==> src/rtl/mlce_pkg.sv <==
// Shared types and constants of the midpoint rasteriser
`default_nettype none
package mlce_pkg;
    localparam int COORD_BITS  = 12;
    localparam int RADIUS_BITS = 10;
    localparam int PT_BITS     = COORD_BITS + 1;
    localparam int DEC_BITS    = 48;
    localparam int SQ_BITS     = 2 * RADIUS_BITS;
    localparam int IN_BITS     = 2 * RADIUS_BITS + 4 * COORD_BITS + 2;
    localparam int IN_BYTES    = (IN_BITS + 7) / 8;
    localparam int OUT_BITS    = 2 * PT_BITS + DEC_BITS;
    localparam int OUT_BYTES   = (OUT_BITS + 7) / 8;

    localparam logic [1:0] MODE_LINE    = 2'd0;
    localparam logic [1:0] MODE_CIRCLE  = 2'd1;
    localparam logic [1:0] MODE_ELLIPSE = 2'd2;
    localparam logic [1:0] MODE_UNUSED  = 2'd3;
    localparam logic       CMD_START    = 1'b0;
    localparam logic       CMD_NEXT     = 1'b1;

    // Multiplier operation request from the sequencer
    typedef struct packed {
        logic [DEC_BITS-1:0] a;
        logic [DEC_BITS-1:0] b;
    } mul_req_t;
endpackage
`default_nettype wire

==> src/rtl/mlce_mul.sv <==
// Shared registered multiplier, 25 by 24 bits, for products of the sequencer
`default_nettype none
module mlce_mul (
    input  wire logic                          clk,
    input  wire mlce_pkg::mul_req_t            req,
    output logic [mlce_pkg::DEC_BITS-1:0]      prod
);
    import mlce_pkg::*;
    logic [DEC_BITS-1:0] prod_reg;
    // Register the low bits of one product a cycle (modulo 2^48)
    always_ff @(posedge clk)
    begin
        prod_reg <= DEC_BITS'(req.a[24:0] * req.b[23:0]);
    end
    assign prod = prod_reg;
endmodule
`default_nettype wire

==> src/rtl/midpoint_line_circle_ellipse_raster.sv <==
// Midpoint line, circle and ellipse quadrant rasteriser, top level
// Usage:
//  s_axis carries commands: tuser = command (0 start, 1 next point); tdata
//  holds shape_mode, start_x, start_y, end_x, end_y, radius_x, radius_y.
//  A start loads a primitive and gives no word. A next command gives one word
//  on m_axis: point_x, point_y, decision; tlast marks the final point.
//  A next while idle gives nothing.
// Sequencing:
//  line, circle and unused-code starts stay in S_IDLE; ellipse starts pass S_E1 to S_E3.
//  A line, circle or ellipse-end point passes S_STEP and S_OUT to reach m_axis;
//  an ellipse point also passes S_R1 and S_R2, and S_R3 to S_R5, S_E4 and S_E5 when it
//  crosses into region two. The next command is taken once the word has been taken.
//  Products come from one shared registered multiplier, one product a cycle.
// Reset clears the sequencer and the output valid; no word is pending.
// When the receiver stalls, the result word waits in the output register and
// s_tready stays low until it is taken.
`default_nettype none
module midpoint_line_circle_ellipse_raster (
    input  wire logic                              clk,
    input  wire logic                              rst_n,
    input  wire logic                              s_tvalid,
    output logic                                   s_tready,
    // shape_mode, start_x, start_y, end_x, end_y, radius_x, radius_y
    input  wire logic [mlce_pkg::IN_BYTES*8-1:0]   s_tdata,
    // command
    input  wire logic                              s_tuser,
    output logic                                   m_tvalid,
    input  wire logic                              m_tready,
    // point_x, point_y, decision
    output logic [mlce_pkg::OUT_BYTES*8-1:0]       m_tdata,
    output logic                                   m_tlast
);
    import mlce_pkg::*;

    typedef enum logic [3:0] {
        S_IDLE, S_STEP, S_E1, S_E2, S_E3, S_E4, S_E5,
        S_R1, S_R2, S_R3, S_R4, S_R5, S_OUT
    } state_t;

    localparam int D = DEC_BITS;

    state_t state_reg, state_next;
    logic               act_reg, act_next;
    logic [1:0]         mode_reg, mode_next;
    logic               r2_reg, r2_next;
    logic [PT_BITS-1:0] cx_reg, cx_next, cy_reg, cy_next;
    logic [COORD_BITS-1:0] ctx_reg, ctx_next, cty_reg, cty_next;
    logic [D-1:0]       acc_reg, acc_next;
    logic [PT_BITS-1:0] left_reg, left_next, dx_reg, dx_next, dy_reg, dy_next;
    logic [SQ_BITS-1:0] a_reg, a_next, b_reg, b_next;
    logic [D-1:0]       t_reg, t_next;
    logic [RADIUS_BITS-1:0] ry_reg, ry_next;
    logic               mv_reg, mv_next, ml_reg, ml_next;
    logic [PT_BITS-1:0] ox_reg, ox_next, oy_reg, oy_next;
    logic [D-1:0]       od_reg, od_next;
    mul_req_t           req;
    logic [D-1:0]       prod;

    // Unpack the input word
    logic [1:0]             f_mode;
    logic [COORD_BITS-1:0]  f_sx, f_sy, f_ex, f_ey;
    logic [RADIUS_BITS-1:0] f_rx, f_ry;
    assign f_mode = s_tdata[1:0];
    assign f_sx = s_tdata[2 +: COORD_BITS];
    assign f_sy = s_tdata[2+COORD_BITS +: COORD_BITS];
    assign f_ex = s_tdata[2+2*COORD_BITS +: COORD_BITS];
    assign f_ey = s_tdata[2+3*COORD_BITS +: COORD_BITS];
    assign f_rx = s_tdata[2+4*COORD_BITS +: RADIUS_BITS];
    assign f_ry = s_tdata[2+4*COORD_BITS+RADIUS_BITS +: RADIUS_BITS];

    mlce_mul u_mul (.clk(clk), .req(req), .prod(prod));

    logic s_fire;
    assign s_tready = (state_reg == S_IDLE) && !mv_reg;
    assign s_fire   = s_tvalid && s_tready;

    // Working values: a and b zero-extended, x and y sign-extended
    logic [D-1:0] ax, bx, ux, uy, ndx, ndy, ncx, ncy;
    assign ax  = D'(a_reg);
    assign bx  = D'(b_reg);
    assign ux  = D'(signed'(cx_reg));
    assign uy  = D'(signed'(cy_reg));

    // Sequencer: one product a cycle through the shared multiplier
    always_comb
    begin
        state_next = state_reg; act_next = act_reg; mode_next = mode_reg;
        r2_next = r2_reg; cx_next = cx_reg; cy_next = cy_reg;
        ctx_next = ctx_reg; cty_next = cty_reg; acc_next = acc_reg;
        left_next = left_reg; dx_next = dx_reg; dy_next = dy_reg;
        a_next = a_reg; b_next = b_reg; t_next = t_reg; ry_next = ry_reg;
        mv_next = mv_reg; ml_next = ml_reg; ox_next = ox_reg; oy_next = oy_reg;
        od_next = od_reg;
        req.a = '0; req.b = '0;
        ndx = '0; ndy = '0; ncx = '0; ncy = '0;
        if (mv_reg && m_tready)
            mv_next = 1'b0;
        unique case (state_reg)
            S_IDLE:
            begin
                if (s_fire && s_tuser == CMD_START)
                begin
                    mode_next = f_mode; r2_next = 1'b0;
                    ctx_next = f_sx; cty_next = f_sy; act_next = 1'b0;
                    ry_next = f_ry;
                    unique case (f_mode)
                        MODE_LINE:
                        begin
                            ndx = D'(signed'(f_ex)) - D'(signed'(f_sx));
                            ndy = D'(signed'(f_ey)) - D'(signed'(f_sy));
                            dx_next = ndx[PT_BITS-1:0]; dy_next = ndy[PT_BITS-1:0];
                            cx_next = PT_BITS'(signed'(f_sx));
                            cy_next = PT_BITS'(signed'(f_sy));
                            ncx = D'(signed'(ndy[PT_BITS-1:0]));
                            ncy = D'(signed'(ndx[PT_BITS-1:0]));
                            acc_next = (ncx << 1) - ncy;
                            left_next = ndx[PT_BITS-1:0] + 1'b1;
                            act_next = !ndx[PT_BITS-1];
                        end
                        MODE_CIRCLE:
                        begin
                            cx_next = '0; cy_next = PT_BITS'(f_rx);
                            acc_next = D'(1) - D'(f_rx);
                            act_next = 1'b1;
                        end
                        MODE_ELLIPSE:
                        begin
                            cx_next = '0; cy_next = PT_BITS'(f_ry);
                            req.a = D'(f_rx); req.b = D'(f_rx);
                            state_next = S_E1;
                        end
                        default: ;
                    endcase
                end
                else if (s_fire && act_reg)
                    state_next = S_STEP;
            end
            S_E1:
            begin
                a_next = prod[SQ_BITS-1:0];
                req.a = D'(ry_reg); req.b = D'(ry_reg);
                state_next = S_E2;
            end
            S_E2:
            begin
                b_next = prod[SQ_BITS-1:0];
                req.a = ax; req.b = D'(ry_reg);
                state_next = S_E3;
            end
            S_E3:
            begin
                acc_next = (bx << 2) - (prod << 2) + ax;
                act_next = 1'b1;
                state_next = S_IDLE;
            end
            S_STEP:
            begin
                ox_next = cx_reg; oy_next = cy_reg; od_next = acc_reg; ml_next = 1'b0;
                state_next = S_OUT;
                if (mode_reg == MODE_LINE)
                begin
                    ml_next = (left_reg == PT_BITS'(1));
                    ncx = D'(signed'(dy_reg)) << 1;
                    ncy = D'(signed'(dx_reg)) << 1;
                    if (acc_reg[D-1])
                        acc_next = acc_reg + ncx;
                    else
                    begin
                        acc_next = acc_reg + ncx - ncy;
                        cy_next = cy_reg + 1'b1;
                    end
                    cx_next = cx_reg + 1'b1;
                    left_next = left_reg - 1'b1;
                end
                else
                begin
                    ox_next = cx_reg + PT_BITS'(signed'(ctx_reg));
                    oy_next = cy_reg + PT_BITS'(signed'(cty_reg));
                    if (mode_reg == MODE_CIRCLE)
                    begin
                        cx_next = cx_reg + 1'b1;
                        ncx = D'(signed'(cx_next));
                        if (acc_reg[D-1])
                            acc_next = acc_reg + (ncx << 1) + 1'b1;
                        else
                        begin
                            cy_next = cy_reg - 1'b1;
                            ncy = D'(signed'(cy_next));
                            acc_next = acc_reg + (ncx << 1) + 1'b1 - (ncy << 1);
                        end
                        ml_next = signed'(cx_next) > signed'(cy_next);
                    end
                    else if (r2_reg && signed'(cy_reg) <= 0)
                        ml_next = 1'b1;
                    else
                    begin
                        // Ellipse: first product b*ux
                        req.a = bx; req.b = ux;
                        state_next = S_R1;
                    end
                end
                act_next = act_reg && !ml_next;
            end
            S_R1:
            begin
                t_next = prod;           // b*x
                req.a = ax; req.b = uy;
                state_next = S_R2;
            end
            S_R2:
            begin
                // prod = a*y
                if (!r2_reg)
                begin
                    if (acc_reg[D-1])
                        acc_next = acc_reg + (((t_reg << 1) + 3*bx) << 2);
                    else
                    begin
                        acc_next = acc_reg + (((t_reg << 1) + 3*bx - (prod << 1)
                                              + (ax << 1)) << 2);
                        cy_next = cy_reg - 1'b1;
                    end
                    cx_next = cx_reg + 1'b1;
                    // b*x_new = b*x + b; a*y_new = a*y or a*y - a
                    ndx = t_reg + bx;
                    ndy = acc_reg[D-1] ? prod : prod - ax;
                    if (!(signed'(ndx) < signed'(ndy)))
                    begin
                        r2_next = 1'b1;
                        ncx = (D'(signed'(cx_next)) << 1) + 1'b1;
                        t_next = ncx;
                        req.a = ncx; req.b = ncx;
                        state_next = S_R3;
                    end
                    else
                        state_next = S_OUT;
                end
                else
                begin
                    if (acc_reg[D-1])
                    begin
                        acc_next = acc_reg + (((t_reg << 1) + (bx << 1) - (prod << 1)
                                              + 3*ax) << 2);
                        cx_next = cx_reg + 1'b1;
                    end
                    else
                        acc_next = acc_reg + ((3*ax - (prod << 1)) << 2);
                    cy_next = cy_reg - 1'b1;
                    state_next = S_OUT;
                end
            end
            S_R3:
            begin
                t_next = prod;           // tx^2
                req.a = prod; req.b = bx;
                state_next = S_R4;
            end
            S_R4:
            begin
                acc_next = prod;         // b*tx^2
                // Square the magnitude of y-1 so the narrow multiplier sees it positive
                ncy = uy - 1'b1;
                if (ncy[D-1])
                    ncy = -ncy;
                t_next = ncy;
                req.a = ncy; req.b = ncy;
                state_next = S_R5;
            end
            S_R5:
            begin
                t_next = prod;           // ty^2
                req.a = prod; req.b = ax;
                state_next = S_E4;
            end
            S_E4:
            begin
                acc_next = acc_reg + (prod << 2);
                req.a = ax; req.b = bx;
                state_next = S_E5;
            end
            S_E5:
            begin
                acc_next = acc_reg - (prod << 2);
                state_next = S_OUT;
            end
            S_OUT:
            begin
                mv_next = 1'b1;
                state_next = S_IDLE;
            end
            default: state_next = S_IDLE;
        endcase
    end

    // Hold state and the output register
    always_ff @(posedge clk or negedge rst_n)
    begin
        if (!rst_n)
        begin
            state_reg <= S_IDLE; act_reg <= 1'b0; mv_reg <= 1'b0;
        end
        else
        begin
            state_reg <= state_next; act_reg <= act_next; mv_reg <= mv_next;
        end
    end

    always_ff @(posedge clk)
    begin
        mode_reg <= mode_next; r2_reg <= r2_next; cx_reg <= cx_next;
        cy_reg <= cy_next; ctx_reg <= ctx_next; cty_reg <= cty_next;
        acc_reg <= acc_next; left_reg <= left_next; dx_reg <= dx_next;
        dy_reg <= dy_next; a_reg <= a_next; b_reg <= b_next; t_reg <= t_next;
        ry_reg <= ry_next; ml_reg <= ml_next; ox_reg <= ox_next;
        oy_reg <= oy_next; od_reg <= od_next;
    end

    assign m_tvalid = mv_reg;
    assign m_tlast  = ml_reg;
    assign m_tdata  = {(OUT_BYTES*8-OUT_BITS)'(0), od_reg, oy_reg, ox_reg};
endmodule
`default_nettype wire

==> config.mk <==
export PLATFORM = sky130hd
export DESIGN_NAME = midpoint_line_circle_ellipse_raster
export DESIGN_NICKNAME = d
export VERILOG_FILES = /design/src/rtl/mlce_pkg.sv /design/src/rtl/mlce_mul.sv /design/src/rtl/midpoint_line_circle_ellipse_raster.sv
export SDC_FILE = /design/constraint.sdc
export NUM_CORES = 2
export LEC_CHECK = 0
export BUFFER_PORTS_ARGS = -buffer_cell sky130_fd_sc_hd__buf_4
export CAP_MARGIN = 30
export CORE_MARGIN = 2
export CORE_UTILIZATION = 60
export CTS_BUF_LIST = sky130_fd_sc_hd__clkbuf_2 sky130_fd_sc_hd__clkbuf_4 sky130_fd_sc_hd__clkbuf_8
export DETAILED_ROUTE_END_ITERATION = 6
export PLACE_DENSITY = 0.81
export SLEW_MARGIN = 20
export SYNTH_ARGS = -nofsm -noshare
export SYNTH_HDL_FRONTEND = slang
export SYNTH_SLANG_ARGS = --single-unit
==> constraint.sdc <==
create_clock -name clk -period 17.55 [get_ports clk]
set_input_delay 5.265 -clock clk [delete_from_list [all_inputs] [get_ports clk]]
set_output_delay 5.265 -clock clk [all_outputs]
set_load 0.005 [all_outputs]
# Yosys cells after proc, flatten, opt, wreduce, memory -nomap -nowiden
# Cells that the tools add are included.
# Widths: inputs -> output; s select.
# totals
inputBits,77
word_cells,195
out_inout_bits,83
register_bits,367
# op_classes
n_reduce_logical,32
n_mul,3
n_addsub,36
eq_ne,29
order_cmp,3
bitwise,1
mux,69
# op_table
operator,count
$pmux 73 s10,1
$mux 48,12
$add 48x48->48,7
$pmux 48 s7,1
$mux 13,19
$mux 68,3
$mux 73,2
$pmux 48 s3,1
$sub 48x48->48,3
$pmux 13 s3,3
$mux 58,2
$add 48x20->48,2
$pmux 48 s2,1
$add 46x21->46,2
$sub 46x46->46,2
$pmux 13 s2,2
$add 48x1->48 const B,1
$lt 48x48->1,1
$mul 25x24->48,1
$neg 48->48,1
$sub 22x48->48,1
$sub 48x20->48,1
$add 46x22->46,1
$add 46x46->46,1
other kinds (45),102

# Longest topological paths before layout
# depth
word_depth,12
depth_mapped,65
ltp_nobuf,61

# Cells and area by module
# From an unflattened synthesis, not the netlist that was laid out.
# hier_totals
hier_cells,9016
area_unflattened_um2,73884.6
# by_module_without_submodules
module,seq_area_each_um2,n_inst,cells_each,area_each_um2
midpoint_line_circle_ellipse_raster,9549.2,1,6751,53452.5
mlce_mul,960.9,1,2265,20432.1

# Least setup slack after synthesis
# Ideal clock, no wire load.
# synth_path
path_kind,input -> register
start,input s_tuser
end,"register u_mul.prod_reg[46], in the netlist u_mul.prod[46]"
n_path_buf,2
path_stages,36
arrival_ns,14.434
path_slack_ns,2.989
required_time_ns,17.423
cell_sequence,nor3b_1 nand3_1 inv_1 and2_1 buf_1 a22oi_1 nand2_1 a21o_1 a211o_1 clkbuf_1 nand2_1 fa_1 inv_1 fa_1 inv_1 fa_1 fa_1 inv_1 fa_1 fa_1 fa_1 ha_1 a21o_1 nand2_1 nand2b_1 or3_1 a211o_1 a31oi_1 o2111ai_1 a41o_1 a21oi_1 o21bai_1 a2111oi_0 o21bai_1 o21ai_0 xor2_1
# synth_between
elab_chain_cells,5
# synth_lines
element,line_no,rtl
from (decl),midpoint_line_circle_ellipse_raster.sv:26,"input wire logic s_tuser,"
$not 1->1,midpoint_line_circle_ellipse_raster.sv:101,if (s_fire && s_tuser == CMD_START)
$logic_and 1x1->1,midpoint_line_circle_ellipse_raster.sv:101,
$mux 58,midpoint_line_circle_ellipse_raster.sv:101,
$pmux 73 s10,midpoint_line_circle_ellipse_raster.sv:98,unique case (state_reg)
$mul 25x24->48,mlce_mul.sv:13,prod_reg <= DEC_BITS'(req.a[24:0] * req.b[23:0]);
to (signal assigned),mlce_mul.sv:13,
to (decl),mlce_mul.sv:9,logic [DEC_BITS-1:0] prod_reg;
# No other way between the ends.
# A chain may end at the register's enable or synchronous reset.

# Worst setup path in the final report
# layout_path
start,"register u_mul.prod_reg[0], in the netlist u_mul.prod[0]"
end,"register u_mul.prod_reg[46], in the netlist u_mul.prod[46]"
# layout_between
elab_chain_cells,7
# layout_lines
element,line_no,rtl
$sub 48x20->48,midpoint_line_circle_ellipse_raster.sv:226,ndy = acc_reg[D-1] ? prod : prod - ax;
$mux 48,midpoint_line_circle_ellipse_raster.sv:226,
$lt 48x48->1,midpoint_line_circle_ellipse_raster.sv:227,if (!(signed'(ndx) < signed'(ndy)))
$mux 73,midpoint_line_circle_ellipse_raster.sv:227,
$mux 73,midpoint_line_circle_ellipse_raster.sv:213,if (!r2_reg)
$pmux 73 s10 (*),midpoint_line_circle_ellipse_raster.sv:98,
$mul 25x24->48 (*),mlce_mul.sv:13,
# Every way passes the cells marked *; elsewhere a longest branch is shown, timed or not.

==> results by stage <==
Worst setup path:
- At the worst endpoint, the arrival time is 17.05 ns.
- STA puts the critical path data required time at 18.20 ns.
- For this run, the slowest stage of the critical path takes 0.61 ns.
- The critical path starts at u_mul.prod[0].
- The kind of launch point of the worst setup path is a register.
- The startpoint of the lowest-slack register-to-register path is u_mul.prod[0].
- The slowest stage of the critical path is the nand2_1 cell.
- Along the worst path, the maximum fanout reaches 14.
- Counting stages on the worst path, the most repeated cell is fa_1.
- The critical path class is reg2reg.
- The worst setup path is captured at a register.

Timing:
- The worst-case headroom to the max-slew limit is 0.218.
- The hold slack is 0.568 ns.
- The count of endpoints failing hold in the final timing report is 0.
- The sum of negative setup slack is 0 ns.
- Of the available clock period, the critical path in the final layout requires 0.935.
- The final count of pins violating max slew came to 0.
- The actual transition at the worst max-transition pin is 1.17 ns.
- The clock period could shrink to 16.40 ns.
- Setup repair after global routing left no endpoint under its margin.
- The number of failing setup endpoints in the final timing report is 0.
- The highest clock frequency the design can meet is 61.0 MHz.
- Across the routed clock network, the largest skew measured is 0.104 ns.

Layout:
- The layout net count is 10400.
- The growth of design area from synthesis to finish is 6.93%.
- In the final layout, the share of cells above drive strength 1 is 0.0653.
- The core occupancy in the finished layout is 0.646.

Logic synthesis:
- Of the total synthesized cell area, the portion taken by full adders, half adders and majority gates is 0.312.
- The mean area per synthesized cell is 8.20 µm².
- Of the total synthesized cell area, the portion taken by AND, OR, NAND and NOR gates is 0.165.
- The flip-flop and latch count after synthesis is 367.
- The multiplexer fraction of the synthesized cell area is 0.00817.
- After synthesis, the largest family of logic cells by area is adder cells.
- For this run, the leading register cell type out of synthesis is edfxtp_1.
- The number of enable-type register cells in the synthesized netlist is 313.
- The number of different library cells in the post-synthesis netlist is 103.
- The share of async-settable or async-resettable flops after synthesis is 0.0163.
- After synthesis the cells add up to 72400 µm².
- The Yosys warning count is 0.
- Of the total synthesized cell area, the portion taken by XOR and XNOR cells is 0.0842.
- The fraction of the yosys area taken by sequential cells is 0.145.
- The area fraction in compound gates after synthesis is 0.210.
- The synthesized netlist cell count is 8833.

Clock network:
- The number of setup buffers added after CTS is 0.
- Buffers inserted during clock tree synthesis total 75.
- The master cell of the clock root buffer is clkbuf_8.
- The number of H-tree levels is 3.
- After clock tree synthesis, the clock-pin slew on the worst setup and hold paths is 0.06 ns.
- For this design, the sink count on the clock tree is 367.
- The CTS tree is done.
- The clock latency reported for the late side of the worst-skew pair is 0.85 ns.
- Gates resized during post-CTS repair numbered 0.
- The buffer depth of the longest clock path is 3.
- In this run, post-CTS hold repair placed 0 buffers.

Hold path:
- The tightest min-delay check is of the reg2reg type.
- The startpoint of the most critical hold path is act_reg.

Die:
- The placeable core region is 120000 µm².
- The floorplan step set the die height to 351 µm.
- The die is 351 µm wide.
- The die covers 123000 µm².
- The top-level port count is 160.
- The initial utilization of the core area, before any placement, comes to 0.604.
- The number of placement rows is 127.

Detailed routing:
- The detailed router finished its first iteration with 7792 violations.
- The count of nets left with antenna violations once routing finished came out at 0.
- The DRC violations left is 2.
- The routed via count divided by cell count is 6.58.
- The total routed wirelength is 272000 µm.
- The via total after detailed routing is 69500.
- The mean routed wirelength per cell is 25.7 µm.
- The pre-antenna-repair detailed-routing pass consisted of 7 iterations.

Global route:
- The first-pass GRT wire length is 404000 µm.
- The number of global-route vias before repair came to 67800.
- The remaining global-route overflow is 0.
- Across every metal layer, demand over resource in global routing totals 0.434.
- The initial antenna violation count is 8.
- Entering global routing, the biggest net connects 118 pins.

Run status:
- The final reports fail on design-rule violations.
- The run finished, with violations left.

Place:
- Once detailed placement completed, the half-perimeter wirelength came to 217000 µm.
- The number of I/O port buffers is 151.
- The weighted congestion reported at the end of routability-driven placement is 1.07.

Run:
- The number of max-cap violations is 0.
synthesized netlist by cell type, types with 23 or more instances:
| cell type | instances | area (µm²) |
|---|---|---|
| a211o_1 | 34 | 298 |
| xor2_1 | 217 | 1900 |
| a21boi_0 | 23 | 173 |
| a22oi_1 | 43 | 323 |
| buf_1 | 28 | 105 |
| nor2_1 | 625 | 2350 |
| a221o_1 | 41 | 410 |
| nor3_1 | 147 | 736 |
| o221ai_1 | 27 | 236 |
| mux2i_1 | 40 | 400 |
| edfxtp_1 | 313 | 9400 |
| nand2b_1 | 93 | 582 |
| fa_1 | 617 | 12400 |
| clkbuf_1 | 319 | 1200 |
| a211oi_1 | 81 | 608 |
| o21ai_0 | 449 | 2250 |
| a31oi_1 | 77 | 482 |
| a21oi_1 | 577 | 2890 |
| xnor2_1 | 477 | 4180 |
| nand2_1 | 939 | 3520 |
| a221oi_1 | 54 | 473 |
| nand3_1 | 167 | 836 |
| nor2b_1 | 86 | 538 |
| and2_1 | 94 | 588 |
| or3_1 | 58 | 363 |
| a222oi_1 | 33 | 330 |
| dfxtp_1 | 48 | 961 |
| o211ai_1 | 45 | 338 |
| o22ai_1 | 31 | 194 |
| a21o_1 | 311 | 2330 |
| nand4_1 | 93 | 582 |
| nor4_1 | 45 | 282 |
| inv_1 | 1052 | 3950 |
| o21bai_1 | 79 | 593 |
| o31ai_1 | 53 | 398 |
| ha_1 | 817 | 10200 |
| o21a_1 | 84 | 631 |
| and3_1 | 97 | 607 |
kinds of logic (layout without fill, tap and decap cells):
group           after synthesis  count (layout)
compound gates             2282            2282
xor+xnor                    695             695
fa+ha+maj                  1434            1434
buf+inv                    1436            1546
flops                       367             367
mux                          52              52
other cells                   1              10
simple gates               2566            2566
placed cells by master (no fill, tap or decap), types with 31 or more instances in the layout:
master    instances
and3_1           97
a21o_1          311
a211oi_1         80
xor2_1          217
nor4_1           45
nand2_1         939
clkbuf_8         77
xnor2_1         476
ha_1            817
a222oi_1         33
nor2_1          617
fa_1            617
o31ai_1          52
o21ai_0         448
nor2b_1          86
a211o_1          34
a22oi_1          43
a31oi_1          77
edfxtp_1        313
buf_4           339
nand2b_1         93
a21oi_1         575
nand3_1         167
dfxtp_1          48
nand4_1          93
nor3_1          142
or3_1            58
and2_1           94
a221o_1          41
o22ai_1          31
inv_1          1051
o21a_1           83
o21bai_1         79
o211ai_1         45
mux2i_1          40
a221oi_1         54
metrics by stage:
step	cells	area, µm²	setup slack, ns
floorplan	8838	72400	2.99
global placement	10400	75600	1.31
finish	10600	77400	1.15
detailed placement	10400	75700	1.53
CTS	10600	77300	1.48
global route	10600	77400	0.235
cell type report:
type	instances	area (µm²)
multi-input cells	7035	56600
diodes	4	10.0
inverters	1061	3990
clock inverters	39	452
well taps	1612	2020
clock buffers	94	1190
fillers	10400	42400
flip-flops and latches	367	10500
repair buffers	352	2690
metal layers:
layer / vias to the layer above / track usage / share of wire
li1: 31000 / - / -
met2: 4229 / 0.669 / 0.43
met1: 33100 / 0.539 / 0.37
met5: - / 0 / 0.000070
met3: 1113 / 0.0943 / 0.11
met4: 2 / 0.312 / 0.084
worst paths after layout:
| check | end | slack (ns) | depth (start not counted) |
|---|---|---|---|
| max | u_mul.prod[46] | 1.15 | 61 |
| min | act_reg | 0.57 | 2 |
| max reg2reg | u_mul.prod[46] | 1.15 | 61 |
| min reg2reg | act_reg | 0.57 | 2 |
| max in group asynchronous | state_reg[3] | 13.16 | 1 |
| min in group asynchronous | m_tvalid | 4.25 | 1 |
critical path, delay by kind of cell, from the launching register on:
family	cells	cell delay, ns
buffers and inverters	10	1.28
XOR/XNOR	2	0.29
adder cells (fa/ha/maj)	11	4.48
AND/OR/NAND/NOR	10	2.52
flip-flops	1	0.29
AO/OA/AOI/OAI	28	7.30
Power is not shown: default switching activity piles up to over one toggle a cycle in this logic, so the estimate is an artifact.
